$ cat config.mk
export PLATFORM = sky130hd
export DESIGN_NAME = mandelbrot_escape_time
export DESIGN_NICKNAME = d
export VERILOG_FILES = /design/src/hw/rtl/mbe_pkg.sv /design/src/hw/rtl/mandelbrot_escape_time.sv /design/src/hw/rtl/mbe_mul.sv /design/src/hw/rtl/mbe_cfg.sv
export SDC_FILE = /design/constraint.sdc
export NUM_CORES = 2
export LEC_CHECK = 0
export BUFFER_PORTS_ARGS = -buffer_cell sky130_fd_sc_hd__buf_2
export CORE_ASPECT_RATIO = 2
export CORE_UTILIZATION = 67
export DETAILED_ROUTE_END_ITERATION = 8
export PLACE_DENSITY = 0.86
export SLEW_MARGIN = 5
export SYNTH_ARGS = -nofsm -noshare
export SYNTH_HDL_FRONTEND = slang
export SYNTH_HIERARCHICAL = 1
export SYNTH_SLANG_ARGS = --single-unit
$ cat constraint.sdc
create_clock -name clk -period 12.8 [get_ports clk]
set_input_delay 1.92 -clock clk [delete_from_list [all_inputs] [get_ports clk]]
set_output_delay 1.92 -clock clk [all_outputs]
set_load 0.01 [all_outputs]
$ cat src/hw/rtl/mbe_pkg.sv
// Shared types, constants and fixed-point helpers for the escape-time evaluator.
`timescale 1ns / 1ps
package mbe_pkg;

	localparam int COORD_WIDTH     = 32;
	localparam int FRACTION_BITS   = 28;
	localparam int PROD_WIDTH      = 2 * COORD_WIDTH;
	localparam int STEP_WIDTH      = 31;
	localparam int PIXEL_WIDTH     = 10;
	localparam int COUNT_WIDTH     = 12;
	localparam int CFG_INDEX_WIDTH = 3;
	localparam int ESCAPE_RADIUS   = 2;

	typedef logic signed [COORD_WIDTH-1:0] coord_t;
	typedef logic signed [PROD_WIDTH-1:0]  prod_t;

	localparam coord_t                   ORIGIN_RESET = -32'sd536870912;
	localparam logic [STEP_WIDTH-1:0]    STEP_RESET   = 31'd1048576;
	localparam logic [COUNT_WIDTH-1:0]   LIMIT_RESET  = 12'd1000;

	// Escape when |z|^2 reaches the squared radius, expressed in fixed point.
	localparam prod_t ESCAPE_BOUND = prod_t'(ESCAPE_RADIUS * ESCAPE_RADIUS) <<< FRACTION_BITS;

	typedef enum logic [CFG_INDEX_WIDTH-1:0] {
		REG_ORIGIN_REAL = 3'd0,
		REG_ORIGIN_IMAG = 3'd1,
		REG_STEP_REAL   = 3'd2,
		REG_STEP_IMAG   = 3'd3,
		REG_ITER_LIMIT  = 3'd4
	} cfg_reg_t;

	typedef struct packed {
		coord_t                  origin_real;
		coord_t                  origin_imag;
		logic [STEP_WIDTH-1:0]   step_real;
		logic [STEP_WIDTH-1:0]   step_imag;
		logic [COUNT_WIDTH-1:0]  iteration_limit;
	} cfg_t;

	// Sign-extend a coordinate to product width.
	function automatic prod_t widen(input coord_t x);
		return prod_t'(x);
	endfunction

	// Clamp a wide signed value into the coordinate range.
	function automatic coord_t sat_coord(input prod_t v);
		prod_t hi;
		prod_t lo;
		hi = {{(PROD_WIDTH-COORD_WIDTH+1){1'b0}}, {(COORD_WIDTH-1){1'b1}}};
		lo = ~hi;
		if (v > hi) begin
			return hi[COORD_WIDTH-1:0];
		end
		if (v < lo) begin
			return lo[COORD_WIDTH-1:0];
		end
		return v[COORD_WIDTH-1:0];
	endfunction

	// Rescale an exact product: arithmetic shift rounds toward minus infinity.
	function automatic coord_t fx_scale(input prod_t p);
		prod_t q;
		q = p >>> FRACTION_BITS;
		return sat_coord(q);
	endfunction

endpackage

$ cat src/hw/rtl/mandelbrot_escape_time.sv
// Top level of the escape-time evaluator: sequencer, datapath and result register.
`timescale 1ns / 1ps
//
// Channel        Signals                                   Direction  Transaction when
// -------------  ----------------------------------------  ---------  ----------------------------
// pixel command  start, busy, column, row                  in         start high and busy low
// result         done, escape_count, inside_res            out        done high (one cycle)
// configuration  cfg_valid, cfg_ready, cfg_index, cfg_data in         cfg_valid and cfg_ready high
//
// Each pixel forms its coordinate in CR/CI/CZ and then iterates until z escapes or the
// iteration limit is reached; the result is registered from the final test state.
// The iteration is serialised on the single 32x32 multiplier: every iteration needs three
// products (zr*zr, zi*zi, zr*zi), plus the UPD state for the z update and the TEST state
// for the escape and limit test.
// Reset is asynchronous and active low; it returns the configuration registers to defaults
// and the sequencer to idle. The result cannot be stalled: done is a one-cycle strobe, and a new
// pixel may be started in the same cycle that the previous result is presented.
// Configuration transactions are taken only while the block is idle.
module mandelbrot_escape_time (
	input  logic                                 clk,
	input  logic                                 arst_n,
	input  logic                                 start,
	output logic                                 busy,
	input  logic [mbe_pkg::PIXEL_WIDTH-1:0]      column,
	input  logic [mbe_pkg::PIXEL_WIDTH-1:0]      row,
	output logic                                 done,
	output logic [mbe_pkg::COUNT_WIDTH-1:0]      escape_count,
	output logic                                 inside_res,
	input  logic                                 cfg_valid,
	output logic                                 cfg_ready,
	input  logic [mbe_pkg::CFG_INDEX_WIDTH-1:0]  cfg_index,
	input  logic [mbe_pkg::COORD_WIDTH-1:0]      cfg_data
);
	import mbe_pkg::*;

	// Sequencer states. The pixel coordinate is formed in CR/CI/CZ, then each iteration
	// runs UPD (new z), MRR/MII/MRI (issue the three products) and TEST.
	typedef enum logic [8:0] {
		ST_IDLE = 9'b000000001,
		ST_CR   = 9'b000000010,
		ST_CI   = 9'b000000100,
		ST_CZ   = 9'b000001000,
		ST_UPD  = 9'b000010000,
		ST_MRR  = 9'b000100000,
		ST_MII  = 9'b001000000,
		ST_MRI  = 9'b010000000,
		ST_TEST = 9'b100000000
	} state_t;

	state_t state_q;
	state_t state_d;

	cfg_t cfg;

	logic [PIXEL_WIDTH-1:0] col_q;
	logic [PIXEL_WIDTH-1:0] row_q;
	coord_t cr_q;
	coord_t ci_q;
	coord_t zr_q;
	coord_t zi_q;
	coord_t rr_q;
	coord_t ii_q;
	coord_t ri_q;
	logic [COUNT_WIDTH-1:0] iter_q;

	logic                   done_q;
	logic [COUNT_WIDTH-1:0] escape_count_q;
	logic                   inside_res_q;

	coord_t mul_a;
	coord_t mul_b;
	prod_t  mul_p;

	logic   accept;
	logic   escaped;
	logic   at_limit;
	coord_t zr_next;
	coord_t zi_next;
	coord_t ri_double;

	assign busy      = !state_q[0];
	assign accept    = start && !busy;
	assign cfg_ready = !busy;

	mbe_cfg u_cfg (
		.clk      (clk),
		.arst_n   (arst_n),
		.wr_en    (cfg_valid && cfg_ready),
		.wr_index (cfg_index),
		.wr_data  (cfg_data),
		.cfg      (cfg)
	);

	// Operand selection for the shared multiplier; the product is registered and appears in the next cycle.
	always_comb begin
		mul_a = zr_q;
		mul_b = zr_q;
		unique case (state_q)
			ST_CR: begin
				mul_a = coord_t'(col_q);
				mul_b = coord_t'(cfg.step_real);
			end
			ST_CI: begin
				mul_a = coord_t'(row_q);
				mul_b = coord_t'(cfg.step_imag);
			end
			ST_MII: begin
				mul_a = zi_q;
				mul_b = zi_q;
			end
			ST_MRI: begin
				mul_a = zr_q;
				mul_b = zi_q;
			end
			default: begin
			end
		endcase
	end

	mbe_mul u_mul (
		.clk     (clk),
		.a       (mul_a),
		.b       (mul_b),
		.product (mul_p)
	);

	// z update: real part rr - ii + cr, imaginary part 2*ri + ci, each step saturated.
	assign zr_next   = sat_coord(widen(rr_q) - widen(ii_q) + widen(cr_q));
	assign ri_double = sat_coord(widen(ri_q) <<< 1);
	assign zi_next   = sat_coord(widen(ri_double) + widen(ci_q));

	// The squares of the new z double as the magnitude; their sum is exact.
	assign escaped  = (widen(rr_q) + widen(ii_q)) >= ESCAPE_BOUND;
	assign at_limit = iter_q >= cfg.iteration_limit;

	always_comb begin
		state_d = state_q;
		unique case (state_q)
			ST_IDLE: begin
				if (start) begin
					state_d = ST_CR;
				end
			end
			ST_CR:   state_d = ST_CI;
			ST_CI:   state_d = ST_CZ;
			ST_CZ:   state_d = ST_UPD;
			ST_UPD:  state_d = ST_MRR;
			ST_MRR:  state_d = ST_MII;
			ST_MII:  state_d = ST_MRI;
			ST_MRI:  state_d = ST_TEST;
			ST_TEST: begin
				if (escaped || at_limit) begin
					state_d = ST_IDLE;
				end else begin
					state_d = ST_UPD;
				end
			end
			default: state_d = ST_IDLE;
		endcase
	end

	// Control state.
	always_ff @(posedge clk or negedge arst_n) begin
		if (!arst_n) begin
			state_q <= ST_IDLE;
			iter_q  <= '0;
			done_q  <= 1'b0;
		end else begin
			state_q <= state_d;
			done_q  <= (state_q == ST_TEST) && (escaped || at_limit);
			if (accept) begin
				iter_q <= '0;
			end else if ((state_q == ST_TEST) && !escaped && !at_limit) begin
				iter_q <= iter_q + 1'b1;
			end
		end
	end

	// Datapath registers.
	always_ff @(posedge clk) begin
		if (accept) begin
			col_q <= column;
			row_q <= row;
			zr_q  <= '0;
			zi_q  <= '0;
			rr_q  <= '0;
			ii_q  <= '0;
			ri_q  <= '0;
		end
		unique case (state_q)
			ST_CI:   cr_q <= sat_coord(widen(cfg.origin_real) + mul_p);
			ST_CZ:   ci_q <= sat_coord(widen(cfg.origin_imag) + mul_p);
			ST_UPD: begin
				zr_q <= zr_next;
				zi_q <= zi_next;
			end
			ST_MII:  rr_q <= fx_scale(mul_p);
			ST_MRI:  ii_q <= fx_scale(mul_p);
			ST_TEST: ri_q <= fx_scale(mul_p);
			default: begin
			end
		endcase
		if (state_q == ST_TEST) begin
			// The escape test wins over the limit test.
			escape_count_q <= escaped ? iter_q : '0;
			inside_res_q   <= !escaped;
		end
	end

	assign done         = done_q;
	assign escape_count = escape_count_q;
	assign inside_res   = inside_res_q;

	// An accepted pixel always leaves the idle state.
	a_accept_busy: assert property (@(posedge clk) disable iff (!arst_n)
		accept |=> busy)
		else $error("accepted pixel did not make the block busy");

	// One strobe per pixel: results are never back to back.
	a_done_single: assert property (@(posedge clk) disable iff (!arst_n)
		done |=> !done)
		else $error("result strobe held for more than one cycle");

	// A result follows the test state directly.
	a_done_after_test: assert property (@(posedge clk) disable iff (!arst_n)
		done |-> $past(state_q == ST_TEST))
		else $error("result strobe without a finished test");

	// Inside points report a zero count.
	a_inside_zero: assert property (@(posedge clk) disable iff (!arst_n)
		(done && inside_res) |-> (escape_count == '0))
		else $error("inside result carries a nonzero count");

	// The iteration counter never runs past the limit while a pixel is in work.
	a_iter_bound: assert property (@(posedge clk) disable iff (!arst_n)
		busy |-> (iter_q <= cfg.iteration_limit))
		else $error("iteration counter exceeded the limit");

endmodule

$ cat src/hw/rtl/mbe_mul.sv
// Shared signed multiplier with a registered full-width product.
`timescale 1ns / 1ps
module mbe_mul (
	input  logic           clk,
	input  mbe_pkg::coord_t a,
	input  mbe_pkg::coord_t b,
	output mbe_pkg::prod_t  product
);
	import mbe_pkg::*;

	prod_t product_q;
	prod_t product_d;

	assign product_d = prod_t'(a) * prod_t'(b);

	always_ff @(posedge clk) begin
		product_q <= product_d;
	end

	assign product = product_q;

endmodule

$ cat src/hw/rtl/mbe_cfg.sv
// Configuration register file for the escape-time evaluator.
`timescale 1ns / 1ps
module mbe_cfg (
	input  logic                                  clk,
	input  logic                                  arst_n,
	input  logic                                  wr_en,
	input  logic [mbe_pkg::CFG_INDEX_WIDTH-1:0]   wr_index,
	input  logic [mbe_pkg::COORD_WIDTH-1:0]       wr_data,
	output mbe_pkg::cfg_t                         cfg
);
	import mbe_pkg::*;

	cfg_t cfg_q;

	always_ff @(posedge clk or negedge arst_n) begin
		if (!arst_n) begin
			cfg_q.origin_real     <= ORIGIN_RESET;
			cfg_q.origin_imag     <= ORIGIN_RESET;
			cfg_q.step_real       <= STEP_RESET;
			cfg_q.step_imag       <= STEP_RESET;
			cfg_q.iteration_limit <= LIMIT_RESET;
		end else if (wr_en) begin
			unique case (wr_index)
				REG_ORIGIN_REAL: cfg_q.origin_real     <= coord_t'(wr_data);
				REG_ORIGIN_IMAG: cfg_q.origin_imag     <= coord_t'(wr_data);
				REG_STEP_REAL:   cfg_q.step_real       <= wr_data[STEP_WIDTH-1:0];
				REG_STEP_IMAG:   cfg_q.step_imag       <= wr_data[STEP_WIDTH-1:0];
				REG_ITER_LIMIT:  cfg_q.iteration_limit <= wr_data[COUNT_WIDTH-1:0];
				default: begin
				end
			endcase
		end
	end

	assign cfg = cfg_q;

endmodule
==> summary.txt <==
vias per inst: 6.783
worst hold margin: 507.7 ps
most numerous cell in the Yosys netlist: inv_1
top_reg_cell synth: edfxtp_1
Design Area, Final: 71630 um^2
Routability Congestion: 1.102
critical path's slowest cell: a21oi_4
clock latency on the worst-skew pair: 650 ps
routed vias: 57.74k
DR WL/cell: 30.70 um
Worst-Margin Slew: 1646 ps
synthesis-stage register bit count: 481
Warnings, synthesis: 6
row count: 165
vias in the first global route: 62.62k
Arr. time, crit path: 12040 ps
Synth area leader: fa_1
H-tree depth: 2
Routed Antenna Nets: 0
post-synth cell types: 116
Die Wd: 228.2 um
largest family of logic cells by synthesized area: adder cells
worst-path fanout max: 26
area share of xor/xnor cells in the synthesized design: 2.975%
Adder-Cell Fraction of Synth Area: 40.31%
pin count of the biggest net entering global routing: 67
clk buf depth: 3
Simple-Gate Fraction of Synth Area: 15.19%
nature of the critical path endpoint: register
Slew Viols, Final: 2
Synth top cells by count: inv_1 (1172), fa_1 (1118), nand2_1 (785), and2_1 (543), ha_1 (421)
area of the die: 103700 um^2
Setup CP Type: reg -> reg
DRT Pass-1 Iters: 9
Post-DP Area: 69940 um^2
violated checks: max-capacitance violations, max-slew violations
Syn Nets: 8842
Max-slew headroom: -10.87%
Synth top area share: 32.63%
Num CTS Buffers: 43
num ports: 75
worst path bufs/invs: 5
root buffer cell: clkbuf_16
Synth area leaders: fa_1 (33%), edfxtp_1 (11%), ha_1 (7.7%)
Cells after Synth: 7244
drt drc: 0
Post-synth EDFFs: 257
mapped cell area: 68590 um^2
Die Y: 454.5 um
Seq/Total Area, Yosys: 18.98%
Area Growth Syn to Fin: 4.427%
Final Hold Fails: 0
clock skew: 37.77 ps
compound-cell area share of the yosys netlist: 11.52%
post-DP HPWL: 207600 um
max incr delay on CP: 860 ps
min cycle time layout: 11560 ps
core footprint: 101400 um^2
initial antenna violation count: 47
max_cap viols: 1
Final nets: 8694
syn_area_per_cell: 9.468 um^2
Total Wirelength: 261400 um
Tot GR Track Use: 51.91%
Final Cycle Share: 90.30%
CP startpoint kind: register
worst hold path type: reg -> reg
Port-buffer cells: 74
setup repair bufs after CTS: 0
share of layout cells above drive strength 1: 7.264%
Initial Utilization: 67.67%
first-pass GRT wire length: 385900 um
ys async rst share: 33.26%
cell family with the largest share of critical-path delay: adder cells
fmax: 86.52 MHz
Critical Path Most Common Cell: fa_1
clk slew on worst S/H paths: 70 ps
status: finished, violations left
critical path data required time: 13280 ps
Resize count post-CTS: 0
RSZ-0062 raised after global routing: false
initial DRC count: 4833
clock sink count: 481
final setup fails: 0
hold buffers post-CTS: 0
sum of negative setup slack: 0 ps
multiplexer share of the synthesized area: 2.324%
CTS tree: yes
total gr overflow: 0
-- placed cells by master, fill, tap and decap left out, types with 80 or more instances in the layout --
cell type and n:
edfxtp_1 257, fa_1 1118, xnor2_1 134, mux2_2 131
dfrtp_1 145, buf_4 89, o21ai_1 80, ha_1 421
a21o_1 125, and2_1 543, a21oi_1 275, inv_1 1172
xor2_1 99, nor2_1 341, nand3_1 80, o21ai_0 263
nand2_1 777
-- final cells by class --
class,count,area [um^2]
inverter,1172,4399
sequential,481,13020
clock buffer,54,1167
tap,1336,1672
multi-input combinational,5234,49820
antenna,46,115.1
clock inverter,26,380.4
fill,7448,29740
timing repair buffer,164,1050
-- registers in the layout, indices dropped and copies added (netlist names) --
name	count
zr_q	32
zi_q	32
ii_q	32
row_q	10
iter_q	12
ri_q	32
rr_q	32
state_q	9
escape_count	12
u_mul/product	64
col_q	10
inside_res	1
done	1
ci_q	32
cr_q	32
u_cfg/cfg	138
-- layer usage --
layer  wire (um)  GRT usage (%)
met2      127200          87.00
met4       41550          66.76
met3       24160          16.74
met5         125         0.3731
met1       68310          43.12
-- final timing paths --
check / from / to / slack (ps) / cells past startpoint
setup reg to reg: state_q[7]$_DFFE_PN0P_ / u_mul/product[63]$_DFF_P_ / 1240 / 32
max in group asynchronous: arst_n / u_cfg/cfg[131]$_DFFE_PN0P_ / 10320 / 2
hold / removal: u_cfg/cfg[47]$_DFFE_PN0P_ / u_cfg/cfg[47]$_DFFE_PN0P_ / 510 / 1
setup / recovery: state_q[7]$_DFFE_PN0P_ / u_mul/product[63]$_DFF_P_ / 1240 / 32
hold reg to reg: u_cfg/cfg[47]$_DFFE_PN0P_ / u_cfg/cfg[47]$_DFFE_PN0P_ / 510 / 1
min in group asynchronous: arst_n / u_cfg/cfg[95]$_DFFE_PN0P_ / 1170 / 1
-- metrics by stage --
| step | std cells | util (%) | setup slack [ps] |
|---|---|---|---|
| final | 8513 | 70.66 | 1242 |
| after global routing | 8472 | 70.56 | 912.5 |
| after detailed placement | 8385 | 69.00 | 1472 |
| after CTS | 8465 | 70.53 | 1409 |
| after global placement | 8385 | 69.00 | 1542 |
| after floorplan | 7244 | - | 3142 |
-- cells by family after synthesis --
kind of cell / count (synthesis)
adders and majority gates: 1539
AOI/OAI and AO/OA: 1212
and+or+nand+nor: 2108
xor gates and xnor gates: 233
muxes: 142
DFF: 481
buffers and inverters: 1529
Power is left out: the tool's default activity adds up to more than one toggle a clock period on the data nets, which glitch-free logic cannot reach.
